**config.mk**
```make
export PLATFORM = sky130hd
export DESIGN_NAME = chkt_mod_unit
export DESIGN_NICKNAME = d
export VERILOG_FILES = /design/src/chained_hash_key_table_unit_macros.svh /design/src/chkt_mod_unit.sv
export SDC_FILE = /design/constraint.sdc
export NUM_CORES = 1
export LEC_CHECK = 0
export ABC_AREA = 1
export BUFFER_PORTS_ARGS = -buffer_cell sky130_fd_sc_hd__buf_2
export CORE_MARGIN = 2
export CORE_UTILIZATION = 57
export DETAILED_ROUTE_END_ITERATION = 6
export PLACE_DENSITY = 0.82
export SETUP_SLACK_MARGIN = 0.15
export SLEW_MARGIN = 5
export SYNTH_ARGS = -nofsm -noshare
export SYNTH_HDL_FRONTEND = slang
export SYNTH_SLANG_ARGS = --single-unit
```
**constraint.sdc**
```tcl
create_clock -name clk -period 6.5 [get_ports clk]
set_clock_uncertainty 0.2 [all_clocks]
set_input_delay 0.325 -clock clk [delete_from_list [all_inputs] [get_ports clk]]
set_output_delay 0.325 -clock clk [all_outputs]
set_load 0.01 [all_outputs]
```
**src/chained_hash_key_table_unit_macros.svh**
```systemverilog
// Assertion macros for the chained hash key table unit.
// No dependencies; included by the top level.
`ifndef CHAINED_HASH_KEY_TABLE_UNIT_MACROS_SVH
`define CHAINED_HASH_KEY_TABLE_UNIT_MACROS_SVH
// Implication that holds outside reset.
`define CHKT_ASSERT_IMP(label, clk_s, rst_s, ante, cons, msg) \
  label: assert property (@(posedge clk_s) disable iff (!rst_s) (ante) |-> (cons)) \
    else $error(msg);
// Next-cycle implication that holds outside reset.
`define CHKT_ASSERT_NXT(label, clk_s, rst_s, ante, cons, msg) \
  label: assert property (@(posedge clk_s) disable iff (!rst_s) (ante) |=> (cons)) \
    else $error(msg);
`endif

```
**src/chkt_mod_unit.sv**
```systemverilog
// Serial restoring remainder unit: key modulo bucket count, one bit a cycle.
// Depends on nothing but its ports.
`timescale 1ns / 1ps
module chkt_mod_unit #(
  parameter int BW = 11
) (
  input  logic          clk,
  input  logic          rst_n,
  input  logic          start,
  input  logic [31:0]   dividend,
  input  logic [BW-1:0] divisor,
  output logic          done,
  output logic [BW-1:0] remainder
);
  logic [31:0] quo_r, quo_nxt;
  logic [BW:0] rem_r, rem_nxt;
  logic [5:0]  cnt_r, cnt_nxt;
  logic        busy_r, busy_nxt, done_r, done_nxt;
  logic [BW+1:0] trial;

  always_comb begin
    quo_nxt = quo_r; rem_nxt = rem_r; cnt_nxt = cnt_r;
    busy_nxt = busy_r; done_nxt = 1'b0;
    trial = {rem_r, quo_r[31]} - {2'b00, divisor};
    if (start) begin
      quo_nxt = dividend; rem_nxt = '0; cnt_nxt = '0; busy_nxt = 1'b1;
    end else if (busy_r) begin
      quo_nxt = {quo_r[30:0], 1'b0};
      if (!trial[BW+1]) rem_nxt = trial[BW:0];
      else rem_nxt = {rem_r[BW-1:0], quo_r[31]};
      cnt_nxt = cnt_r + 6'd1;
      if (cnt_r == 6'd31) begin
        busy_nxt = 1'b0; done_nxt = 1'b1;
      end
    end
  end

  always_ff @(posedge clk) begin
    if (!rst_n) begin
      busy_r <= 1'b0; done_r <= 1'b0; cnt_r <= '0;
    end else begin
      busy_r <= busy_nxt; done_r <= done_nxt; cnt_r <= cnt_nxt;
    end
    quo_r <= quo_nxt; rem_r <= rem_nxt;
  end

  assign done = done_r;
  assign remainder = rem_r[BW-1:0];
endmodule

```
==> results of run 1 <==
-- worst min path at each step --
stage               endpoint  slack (ps)
detailed placement  cnt_r[5]         260
finish              quo_r[0]          80
floorplan           cnt_r[5]         240
CTS                 quo_r[0]          70
global route        quo_r[0]          80
global placement    cnt_r[5]         250
-- cells in the mapped netlist (all sizes together) --
library cell  count  area (um2)
fa                1        20.0
a21o              1        7.51
xor2              4        35.0
ha               12         150
o211ai            1        7.51
nand2           197         747
a31oi             3        18.8
dfxtp            20         400
nand3            25         140
nand4             5        31.3
edfxtp           32         961
clkbuf            8        30.0
o21bai            1        7.51
o21ai             1        5.00
inv              54         203
nor2             15        58.8
nor3b             2        15.0
a21oi            10        50.1
xnor2             3        26.3
buf              14         113
nor3              4        20.0
-- layout make-up --
class | count | area (um2) | share of cell area
flip-flops and latches | 52 | 1360 | 0.404
multi-input cells | 285 | 1340 | 0.397
repair buffers | 58 | 293 | 0.0868
inverters | 54 | 203 | 0.0601
well taps | 70 | 87.6 | 0.0260
clock buffers | 6 | 72.6 | 0.0215
clock inverters | 2 | 16.3 | 0.00482
-- metal layers --
metal	GRT usage	vias up	part of all wire
met3	0.0388	6	0.044
li1	-	1364	-
met1	0.262	1164	0.46
met5	0	-	0
met4	0.0571	0	0.0085
met2	0.368	63	0.49
-- state kept, by name, summed over array words and instances, names as in the netlist --
name    flops
busy_r      1
rem_r      12
cnt_r       6
quo_r      32
done        1
-- cell families after synthesis --
logic type | after synthesis | synth area share
buffers and inverters | 76 | 0.113
AND/OR/NAND/NOR | 248 | 0.332
XOR/XNOR | 7 | 0.0201
flip-flops | 52 | 0.447
adder cells (fa/ha/maj) | 13 | 0.0559
AO/OA/AOI/OAI | 17 | 0.0316
-- critical path: stages (launching register included) --
cell,delay (ps)
sky130_fd_sc_hd__edfxtp_1,390
sky130_fd_sc_hd__inv_1,80
sky130_fd_sc_hd__ha_1,140
sky130_fd_sc_hd__inv_1,80
sky130_fd_sc_hd__fa_1,430
sky130_fd_sc_hd__nand3_1,120
sky130_fd_sc_hd__nand3_2,120
sky130_fd_sc_hd__nand3_2,110
sky130_fd_sc_hd__nand4_1,120
sky130_fd_sc_hd__nand2_2,230
sky130_fd_sc_hd__nand2_1,90
sky130_fd_sc_hd__nand3_1,80
sky130_fd_sc_hd__nand2_1,60
-- report_power, final --
| group | switching [mW] | leakage (nW) | internal (mW) |
|---|---|---|---|
| Clock | 0.103 | 0.0414 | 0.0768 |
| Sequential | 0.0188 | 0.491 | 0.386 |
| Combinational | 0.134 | 1.31 | 0.0784 |
| Total | 0.256 | 1.84 | 0.541 |
-- stage by stage --
step	hold WS, ps	util	cells	power [mW]	worst slack (ps)
6_report	75.5	0.656	527	0.798	4150
5_1_grt	78.3	0.656	527	0.845	3950
4_1_cts	65.8	0.656	527	0.803	4140
3_5_place_dp	263	0.639	519	0.624	4160
3_3_place_gp	251	0.639	519	0.617	4160
2_1_floorplan	236	-	413	0.584	4410
-- cell usage in the layout (no fill, tap or decap), drive strengths merged, types with 4 or more instances in the layout --
cell type    n
xor2         4
buf         58
nor2        15
edfxtp      32
dfxtp       20
nand2      197
a21oi       10
ha          12
nand3       25
nand4        5
nor3         4
clkbuf       6
inv         54
==> results_tabular.tex, run 1 <==
\begin{tabular}{lr}
\hline
Metric & Value \\
\hline
\multicolumn{2}{l}{\textbf{Setup path}} \\
\quad Endpoint of the most critical register-to-register path & rem\_r[6] \\
\quad WS Path Type & register to register \\
\quad Slack of the worst reg-to-reg path & 4150 ps \\
\quad Maximum fanout count along the critical path & 11 \\
\quad Worst endpoint data arrival time & 2350 ps \\
\quad Data required, critical path & 6500 ps \\
\quad Crit path launch type & register \\
\quad Startpoint of the worst-slack reg-to-reg timing path & quo\_r[31] \\
\quad Nature of the critical path endpoint & register \\
\quad Capture point of the critical path & rem\_r[6] \\
\quad Worst reg2reg path depth & 12 \\
\quad Worst setup path startpoint & quo\_r[31] \\
\multicolumn{2}{l}{\textbf{Global routing}} \\
\quad Number of global-route vias before repair & 2448 \\
\quad Overflow after GRT & 0 \\
\quad Antenna violations before repair & 0 \\
\quad First-pass GRT wire length & 10100 um \\
\quad Global routing usage summed across all routing layers & 0.209 \\
\quad Largest net degree at the start of global routing & 37 \\
\multicolumn{2}{l}{\textbf{Timing}} \\
\quad Final setup viols & 0 \\
\quad Slew of the pin with the lowest slew margin & 881 ps \\
\quad Final worst path period share & 0.362 \\
\quad Min cycle time layout & 2350 ps \\
\quad Sum of negative setup slack & 0 ps \\
\quad Relative slew slack & 0.412 \\
\quad Unrepaired setup endpoints after global routing & no \\
\quad Max Freq & 425 MHz \\
\quad Count of final max-slew check failures & 0 \\
\quad Hold Vio Cnt, Final & 0 \\
\multicolumn{2}{l}{\textbf{Min path}} \\
\quad Type of the most critical hold path & primary input to register \\
\quad Hold Crit Start & dividend[0] \\
\quad Worst hold path depth & 3 \\
\multicolumn{2}{l}{\textbf{Synth}} \\
\quad Register bit total from synthesis & 52 \\
\quad Synth warn & 0 \\
\quad Number of instances in the synthesized netlist & 413 \\
\quad Count of unique library cells instantiated by Yosys & 25 \\
\quad Sequential-to-total area share from yosys stat & 0.447 \\
\quad Avg Cell Area, Syn & 7.38 um2 \\
\quad Synthesized area & 0.00305 mm2 \\
\quad Post-Synthesis Net Count & 472 \\
\multicolumn{2}{l}{\textbf{Pwr}} \\
\quad VDD IR max & 0.127 mV \\
\quad Ratio of total power to cell area & 236 mW/mm2 \\
\quad Leakage Power & 1.84 nW \\
\multicolumn{2}{l}{\textbf{Floorplan}} \\
\quad Die height & 77.1 um \\
\quad Die width & 77.1 um \\
\quad Number of standard-cell rows in the floorplan & 26 \\
\quad Area enclosed by the die boundary & 0.00595 mm2 \\
\quad Total core area & 0.00514 mm2 \\
\quad I/O pin total & 58 \\
\quad Starting utilization of the core area & 0.593 \\
\multicolumn{2}{l}{\textbf{CTS}} \\
\quad Clock-pin slew of the registers on the worst-case setup and hold paths & 90 ps \\
\quad Number of clock sinks & 52 \\
\quad Clock tree from TritonCTS & done \\
\quad Buffer levels on the longest clock path & 2 \\
\quad Post\_cts resized & 0 \\
\quad Number of setup buffers added after CTS & 0 \\
\quad Htree depth & 2 \\
\quad Clock Latency Late Sink & 300 ps \\
\quad CTS root buf & sky130\_fd\_sc\_hd\_\_clkbuf\_8 \\
\quad Inserted Clock Buffers & 5 \\
\quad Hold buffers post-CTS & 0 \\
\multicolumn{2}{l}{\textbf{Cells and area}} \\
\quad Ratio of cells with drive above 1 in the final layout & 0.158 \\
\quad Post-route cell area & 0.00337 mm2 \\
\quad Diodes inserted & 0 \\
\quad Area overhead of the layout relative to synthesis & 10.7\% \\
\quad Number of nets in the final layout & 515 \\
\quad Fill cell count & 481 \\
\multicolumn{2}{l}{\textbf{Place}} \\
\quad Placed standard-cell area & 0.00328 mm2 \\
\quad Weighted congestion at the end of routability-driven global placement & 0.919 \\
\quad Hpwl dp & 4540 um \\
\quad Number of buffer cells added on primary ports & 57 \\
\multicolumn{2}{l}{\textbf{Routing}} \\
\quad Remaining DRCs & 0 \\
\quad Total detailed-routing wirelength & 5970 um \\
\quad Per-cell routed wire length & 11.3 um \\
\quad Number of antenna-violating nets in the routed design & 0 \\
\quad Number of DRC violations after detailed-routing iteration 0 & 109 \\
\quad Detailed-router iteration count before antenna repair & 4 \\
\quad Number of vias after detailed routing & 2597 \\
\quad Number of vias per cell after detailed routing & 4.93 \\
\multicolumn{2}{l}{\textbf{Job}} \\
\quad Max-cap check violation count & 0 \\
\multicolumn{2}{l}{\textbf{Outcome}} \\
\quad Status & completed \\
\hline
\end{tabular}
Power figures use the tool's default switching activity.
==> run 2: changes to the inputs <==
ABC_AREA = 0   (was 1)
CORE_UTILIZATION = 55   (was 57)
PLACE_DENSITY = 0.8   (was 0.82)
clock period = 2.4 ns   (was 6.5 ns; I/O delays follow)
==> results_tabular.tex, run 2 <==
\begin{tabular}{lr}
\hline
Metric & Value \\
\hline
\multicolumn{2}{l}{\textbf{Outcome}} \\
\quad Status & complete, but fails checks \\
\quad Violations in the final reports & negative setup slack \\
\multicolumn{2}{l}{\textbf{Cells and area}} \\
\quad Most common library cell in the layout ignoring fill and taps & sky130\_fd\_sc\_hd\_\_buf\_2 \\
\quad Max reg flops & 32 \\
\quad Ratio of cells with drive above 1 in the final layout & 0.421 \\
\quad Fill cell count & 325 \\
\quad Top flop regs & quo\_r x32, rem\_r x12, cnt\_r x6 \\
\quad Diodes inserted & 0 \\
\quad Biggest register & quo\_r \\
\quad Post-route cell area & 0.00401 mm2 \\
\quad Highest-count cells in the layout ignoring fill and taps & 57 x sky130\_fd\_sc\_hd\_\_buf\_2, 38 x sky130\_fd\_sc\_hd\_\_buf\_4, 34 x sky130\_fd\_sc\_hd\_\_dlygate4sd3\_1 \\
\quad Number of nets in the final layout & 436 \\
\quad Area overhead of the layout relative to synthesis & 36.5\% \\
\quad Non-filler instance count after layout & 448 \\
\multicolumn{2}{l}{\textbf{Synth}} \\
\quad Register bit total from synthesis & 52 \\
\quad Yosys top cell by area & sky130\_fd\_sc\_hd\_\_edfxtp\_1 \\
\quad Number of instances in the synthesized netlist & 261 \\
\quad Share of the synthesized area in the top cell type & 0.327 \\
\quad Primary FF master, synth & sky130\_fd\_sc\_hd\_\_edfxtp\_1 \\
\quad Synthesized area & 0.00294 mm2 \\
\quad Ys async rst share & 0 \\
\quad Avg Cell Area, Syn & 11.3 um2 \\
\quad Most instantiated library cell after synthesis & sky130\_fd\_sc\_hd\_\_edfxtp\_1 \\
\quad Post-Synthesis Net Count & 320 \\
\quad Leading post-synthesis cells by cell area & sky130\_fd\_sc\_hd\_\_edfxtp\_1 33\%, sky130\_fd\_sc\_hd\_\_dfxtp\_1 14\%, sky130\_fd\_sc\_hd\_\_mux2\_2 12\% \\
\quad Synth warn & 0 \\
\quad Sequential-to-total area share from yosys stat & 0.464 \\
\quad Count of unique library cells instantiated by Yosys & 58 \\
\quad Post-synth EDFFs & 32 \\
\quad Commonest cells in the netlist & 32 x sky130\_fd\_sc\_hd\_\_edfxtp\_1, 31 x sky130\_fd\_sc\_hd\_\_mux2\_2, 20 x sky130\_fd\_sc\_hd\_\_dfxtp\_1 \\
\multicolumn{2}{l}{\textbf{Timing}} \\
\quad Count of final max-slew check failures & 0 \\
\quad Min cycle time layout & 2830 ps \\
\quad Final worst path period share & 1.18 \\
\quad Unrepaired setup endpoints after global routing & yes \\
\quad Relative slew slack & 0.727 \\
\quad Final setup viols & 12 \\
\quad Slew of the pin with the lowest slew margin & 410 ps \\
\quad Max Freq & 354 MHz \\
\quad Setup ws final & -426 ps \\
\quad Hold Vio Cnt, Final & 0 \\
\multicolumn{2}{l}{\textbf{Job}} \\
\quad Max-cap check violation count & 0 \\
\multicolumn{2}{l}{\textbf{Floorplan}} \\
\quad Die width & 77.1 um \\
\quad Total core area & 0.00514 mm2 \\
\quad Starting utilization of the core area & 0.571 \\
\quad Number of standard-cell rows in the floorplan & 26 \\
\quad Die height & 77.1 um \\
\quad I/O pin total & 58 \\
\quad Area enclosed by the die boundary & 0.00594 mm2 \\
\multicolumn{2}{l}{\textbf{CTS}} \\
\quad Clock Latency Late Sink & 310 ps \\
\quad Buffer levels on the longest clock path & 2 \\
\quad Clock-pin slew of the registers on the worst-case setup and hold paths & 100 ps \\
\quad CTS root buf & sky130\_fd\_sc\_hd\_\_clkbuf\_8 \\
\quad Inserted Clock Buffers & 5 \\
\quad Number of clock sinks & 52 \\
\quad Htree depth & 2 \\
\quad Clock tree from TritonCTS & done \\
\multicolumn{2}{l}{\textbf{Global routing}} \\
\quad Largest net degree at the start of global routing & 33 \\
\quad First-pass GRT wire length & 11200 um \\
\quad Global routing usage summed across all routing layers & 0.241 \\
\quad Number of global-route vias before repair & 2451 \\
\quad Antenna violations before repair & 0 \\
\quad Overflow after GRT & 0 \\
\multicolumn{2}{l}{\textbf{Setup path}} \\
\quad Data required, critical path & 2410 ps \\
\quad Capture point of the critical path & rem\_r[7] \\
\quad Count of buffering cells on the critical path with inverters included & 3 \\
\quad Crit path launch type & register \\
\quad Worst endpoint data arrival time & 2830 ps \\
\quad Slack of the worst reg-to-reg path & -430 ps \\
\quad Startpoint of the worst-slack reg-to-reg timing path & quo\_r[31] \\
\quad Worst setup path startpoint & quo\_r[31] \\
\quad CP max-delay cell & sky130\_fd\_sc\_hd\_\_edfxtp\_1 \\
\quad Endpoint of the most critical register-to-register path & rem\_r[7] \\
\quad WS Path Type & register to register \\
\quad Nature of the critical path endpoint & register \\
\quad Cell family with the largest share of critical-path delay & compound AO/OA/AOI/OAI gates \\
\quad Maximum fanout count along the critical path & 8 \\
\quad Worst reg2reg path depth & 10 \\
\quad Delay of the slowest cell on the worst path & 420 ps \\
\quad Cell Chain, Critical Path & inv\_1 > ha\_2 > inv\_2 > fa\_2 > a211oi\_4 > o21ai\_2 > a2111o\_1 > o211a\_4 > buf\_8 > a311o\_1 \\
\quad Total number of cells along the worst setup path & 10 \\
\multicolumn{2}{l}{\textbf{Place}} \\
\quad Weighted congestion at the end of routability-driven global placement & 0.877 \\
\quad Hpwl dp & 4360 um \\
\quad Placed instance count & 399 \\
\quad Number of buffer cells added on primary ports & 57 \\
\quad Worst setup timing slack at the placement stage & -437 ps \\
\quad Placed standard-cell area & 0.00342 mm2 \\
\multicolumn{2}{l}{\textbf{Routing}} \\
\quad Remaining DRCs & 0 \\
\quad Per-cell routed wire length & 16.0 um \\
\quad Number of vias per cell after detailed routing & 5.43 \\
\quad Detailed-router iteration count before antenna repair & 4 \\
\quad Number of DRC violations after detailed-routing iteration 0 & 130 \\
\quad Number of vias after detailed routing & 2434 \\
\quad Number of antenna-violating nets in the routed design & 0 \\
\quad Total detailed-routing wirelength & 7190 um \\
\multicolumn{2}{l}{\textbf{Pwr}} \\
\quad VDD IR max & 0.462 mV \\
\quad Ratio of total power to cell area & 560 mW/mm2 \\
\quad Leakage Power & 1.80 nW \\
\quad Total power draw & 2.24 mW \\
\multicolumn{2}{l}{\textbf{Min path}} \\
\quad Hold Crit Start & divisor[0] \\
\quad Type of the most critical hold path & primary input to register \\
\hline
\end{tabular}
## run 2: cell types whose count changed in the layout (fill, tap and decap cells not counted), sizes merged, moves of 4 or more
cell,previous run,this run
a211oi,0,6
a21o,1,5
a21oi,10,5
buf,58,97
dlygate4sd3,0,34
inv,54,16
mux2,0,32
mux2i,0,6
nand2,197,15
nand3,25,6
nor4,0,4
o21ai,1,7
## run 2: logic make-up after synthesis
kind of cell | count (synthesis) | synth area share
buffers and inverters | 37 | 0.0690
XOR/XNOR | 11 | 0.0328
adder cells (fa/ha/maj) | 13 | 0.0579
multiplexers | 38 | 0.144
AO/OA/AOI/OAI | 43 | 0.113
flip-flops | 52 | 0.464
AND/OR/NAND/NOR | 67 | 0.119
## run 2: final cells by class
cell class	instances	area, um2	share of cell area
Sequential cell	52	1360	0.340
Multi-Input combinational cell	172	1460	0.363
Inverter	15	56.3	0.0140
Tap cell	70	87.6	0.0218
Clock buffer	6	72.6	0.0181
Timing Repair Buffer	131	937	0.234
Clock inverter	2	38.8	0.00968
## run 2: through the flow
| stage | util | TNS [ps] | hold slack, ps |
|---|---|---|---|
| CTS | 0.768 | -3970 | 103 |
| global placement | 0.665 | -3470 | 191 |
| finish | 0.780 | -4400 | 122 |
| detailed placement | 0.665 | -4630 | 192 |
| global route | 0.780 | -5440 | 136 |
| floorplan | - | -2150 | 73.8 |
## run 2: routing by layer
| metal | vias to the layer above | share of wire | global-route usage |
|---|---|---|---|
| met1 | 1178 | 0.39 | 0.281 |
| met2 | 69 | 0.55 | 0.439 |
| met3 | 15 | 0.043 | 0.0447 |
| met5 | - | 0 | 0 |
| li1 | 1172 | - | - |
| met4 | 0 | 0.018 | 0.0946 |
## run 2: repair_timing
action / 4_1_cts / 5_1_grt
hold buffers: 34 / 0
setup endpoints to repair: 12 / 12
gates resized for setup: 11 / 8
pin swaps: 11 / 3
hold endpoints to repair: 39 / 0
buffers inserted: 4 / 3
## run 2: how the worst min path moves through the flow
stage | depth (start not counted) | end
2_1_floorplan | 1 | busy_r
3_3_place_gp | 2 | busy_r
3_5_place_dp | 2 | busy_r
4_1_cts | 4 | rem_r[0]
5_1_grt | 4 | rem_r[0]
6_report | 4 | rem_r[0]
## run 2: where the power goes
part	switching, mW	internal [mW]
sequential	0.0339	1.04
clock	0.304	0.316
combinational	0.251	0.305
total	0.588	1.66
## run 2: worst register-to-register path, cell delays in order, from the launching register on
cell and delay [ps]:
sky130_fd_sc_hd__edfxtp_1 420, sky130_fd_sc_hd__inv_1 80, sky130_fd_sc_hd__ha_2 190, sky130_fd_sc_hd__inv_2 50
sky130_fd_sc_hd__fa_2 360, sky130_fd_sc_hd__a211oi_4 270, sky130_fd_sc_hd__o21ai_2 90, sky130_fd_sc_hd__a2111o_1 390
sky130_fd_sc_hd__o211a_4 180, sky130_fd_sc_hd__buf_8 140, sky130_fd_sc_hd__a311o_1 340
==> run 3: changes to the inputs <==
RECOVER_POWER = 100   (was default)
==> results_tabular.tex, run 3 (synthesis gave the netlist of run 2 again) <==
\begin{tabular}{lr}
\hline
Metric & Value \\
\hline
\multicolumn{2}{l}{\textbf{Setup path}} \\
\quad Slack of the worst reg-to-reg path & -420 ps \\
\quad Startpoint of the worst-slack reg-to-reg timing path & quo\_r[31] \\
\quad Data required, critical path & 2410 ps \\
\quad Endpoint of the most critical register-to-register path & rem\_r[7] \\
\quad WS Path Type & register to register \\
\quad Crit path launch type & register \\
\quad Worst reg2reg path depth & 10 \\
\quad Nature of the critical path endpoint & register \\
\quad Maximum fanout count along the critical path & 8 \\
\quad Worst endpoint data arrival time & 2830 ps \\
\multicolumn{2}{l}{\textbf{Routing}} \\
\quad Remaining DRCs & 0 \\
\quad Detailed-routed wire length on met3 & 288 um \\
\quad Per-cell routed wire length & 16.0 um \\
\quad Number of vias per cell after detailed routing & 5.46 \\
\quad Number of antenna-violating nets in the routed design & 0 \\
\quad Top metal layer carrying routed signals & met4 \\
\quad WL met1 & 2810 um \\
\quad Number of DRC violations after detailed-routing iteration 0 & 103 \\
\quad Detailed-router iteration count before antenna repair & 4 \\
\quad Number of vias after detailed routing & 2448 \\
\quad Routed wire length on met2 & 3930 um \\
\quad Total detailed-routing wirelength & 7170 um \\
\multicolumn{2}{l}{\textbf{Global routing}} \\
\quad Largest net degree at the start of global routing & 33 \\
\quad Overflow after GRT & 0 \\
\quad Antenna violations before repair & 0 \\
\quad Number of global-route vias before repair & 2451 \\
\quad First-pass GRT wire length & 11200 um \\
\quad Global routing usage summed across all routing layers & 0.241 \\
\multicolumn{2}{l}{\textbf{Cells and area}} \\
\quad Biggest register & quo\_r \\
\quad Most common library cell in the layout ignoring fill and taps & sky130\_fd\_sc\_hd\_\_buf\_2 \\
\quad Number of nets in the final layout & 436 \\
\quad Max reg flops & 32 \\
\quad Top flop regs & quo\_r x32, rem\_r x12, cnt\_r x6 \\
\quad Highest-count cells in the layout ignoring fill and taps & 50 x sky130\_fd\_sc\_hd\_\_buf\_2, 34 x sky130\_fd\_sc\_hd\_\_dlygate4sd3\_1, 33 x sky130\_fd\_sc\_hd\_\_buf\_4 \\
\quad Post-route cell area & 0.00399 mm2 \\
\quad Ratio of cells with drive above 1 in the final layout & 0.392 \\
\quad Diodes inserted & 0 \\
\quad Area overhead of the layout relative to synthesis & 35.7\% \\
\multicolumn{2}{l}{\textbf{Floorplan}} \\
\quad Area enclosed by the die boundary & 0.00594 mm2 \\
\quad Die width & 77.1 um \\
\quad Starting utilization of the core area & 0.571 \\
\quad Number of standard-cell rows in the floorplan & 26 \\
\quad Total core area & 0.00514 mm2 \\
\quad I/O pin total & 58 \\
\quad Die height & 77.1 um \\
\multicolumn{2}{l}{\textbf{Timing}} \\
\quad Min cycle time layout & 2820 ps \\
\quad Hold\_ws & 121 ps \\
\quad Count of final max-slew check failures & 0 \\
\quad Slew of the pin with the lowest slew margin & 408 ps \\
\quad Final setup viols & 12 \\
\quad Hold Vio Cnt, Final & 0 \\
\quad Max Freq & 354 MHz \\
\quad Unrepaired setup endpoints after global routing & yes \\
\quad Relative slew slack & 0.728 \\
\quad Setup ws final & -425 ps \\
\quad Final worst path period share & 1.18 \\
\multicolumn{2}{l}{\textbf{Place}} \\
\quad Placed standard-cell area & 0.00342 mm2 \\
\quad Hpwl dp & 4360 um \\
\quad Number of buffer cells added on primary ports & 57 \\
\quad Weighted congestion at the end of routability-driven global placement & 0.877 \\
\multicolumn{2}{l}{\textbf{Job}} \\
\quad Max-cap check violation count & 0 \\
\multicolumn{2}{l}{\textbf{CTS}} \\
\quad Buffer levels on the longest clock path & 2 \\
\quad Clock-pin slew of the registers on the worst-case setup and hold paths & 100 ps \\
\quad Inserted Clock Buffers & 5 \\
\quad Number of clock sinks & 52 \\
\quad Clock Latency Late Sink & 310 ps \\
\quad Htree depth & 2 \\
\quad Clock tree from TritonCTS & done \\
\quad CTS root buf & sky130\_fd\_sc\_hd\_\_clkbuf\_8 \\
\multicolumn{2}{l}{\textbf{Outcome}} \\
\quad Status & complete, but fails checks \\
\quad Violations in the final reports & negative setup slack \\
\multicolumn{2}{l}{\textbf{Pwr}} \\
\quad Total power draw & 2.24 mW \\
\quad VDD IR max & 0.462 mV \\
\quad Leakage Power & 1.75 nW \\
\quad Ratio of total power to cell area & 561 mW/mm2 \\
\multicolumn{2}{l}{\textbf{Min path}} \\
\quad Hold Crit Start & divisor[0] \\
\quad Hold endpoint & rem\_r[0] \\
\quad Worst hold path depth & 4 \\
\quad Type of the most critical hold path & primary input to register \\
\hline
\end{tabular}
run 3: critical path: stages, from the launching register on:
cell and delay, ps:
sky130_fd_sc_hd__edfxtp_1 420, sky130_fd_sc_hd__inv_1 80, sky130_fd_sc_hd__ha_2 190, sky130_fd_sc_hd__inv_2 40, sky130_fd_sc_hd__fa_2 360, sky130_fd_sc_hd__a211oi_4 270, sky130_fd_sc_hd__o21ai_2 90, sky130_fd_sc_hd__a2111o_1 390
sky130_fd_sc_hd__o211a_4 180, sky130_fd_sc_hd__buf_8 140, sky130_fd_sc_hd__a311o_1 340
run 3: what timing repair did:
action / in CTS / in global routing
hold buffers: 34 / 0
pin swaps: 11 / 3
endpoints found under the hold margin: 39 / 0
setup buffers: 4 / 3
resized for setup: 11 / 8
setup endpoints to repair: 12 / 12
run 3: through the flow:
stage               setup TNS, ps  worst slack, ps  utilization  instances
floorplan                   -2150             -328            -        261
global placement            -3470             -354        0.665        399
detailed placement          -4630             -437        0.665        399
CTS                         -3970             -393        0.768        445
global route                -5450             -497        0.775        448
finish                      -4400             -425        0.775        448
run 3: worst max path at each step:
stage / depth (start not counted) / slack [ps] / endpoint / startpoint
after global routing: 10 / -500 / rem_r[7] / quo_r[31]
after floorplan: 11 / -330 / rem_r[2] / quo_r[31]
after detailed placement: 11 / -440 / rem_r[5] / quo_r[31]
after CTS: 10 / -390 / rem_r[7] / quo_r[31]
final: 10 / -420 / rem_r[7] / quo_r[31]
after global placement: 10 / -350 / rem_r[2] / quo_r[31]
run 3: cell type report:
cell class | count | area [um2]
Multi-Input combinational cell | 172 | 1460
Fill cell | 333 | 1150
Inverter | 15 | 56.3
Clock inverter | 2 | 38.8
Tap cell | 70 | 87.6
Clock buffer | 6 | 72.6
Timing Repair Buffer | 131 | 913
Sequential cell | 52 | 1360
run 3: report_power, final:
group / internal [mW] / leakage, nW / switching, mW
Clock: 0.316 / 0.0558 / 0.300
Sequential: 1.04 / 0.486 / 0.0339
Combinational: 0.299 / 1.21 / 0.251
run 3: layer usage:
| metal | vias up | track usage |
|---|---|---|
| met3 | 19 | 0.0447 |
| met5 | - | 0 |
| met1 | 1191 | 0.281 |
| li1 | 1174 | - |
| met2 | 64 | 0.439 |
| met4 | 0 | 0.0946 |
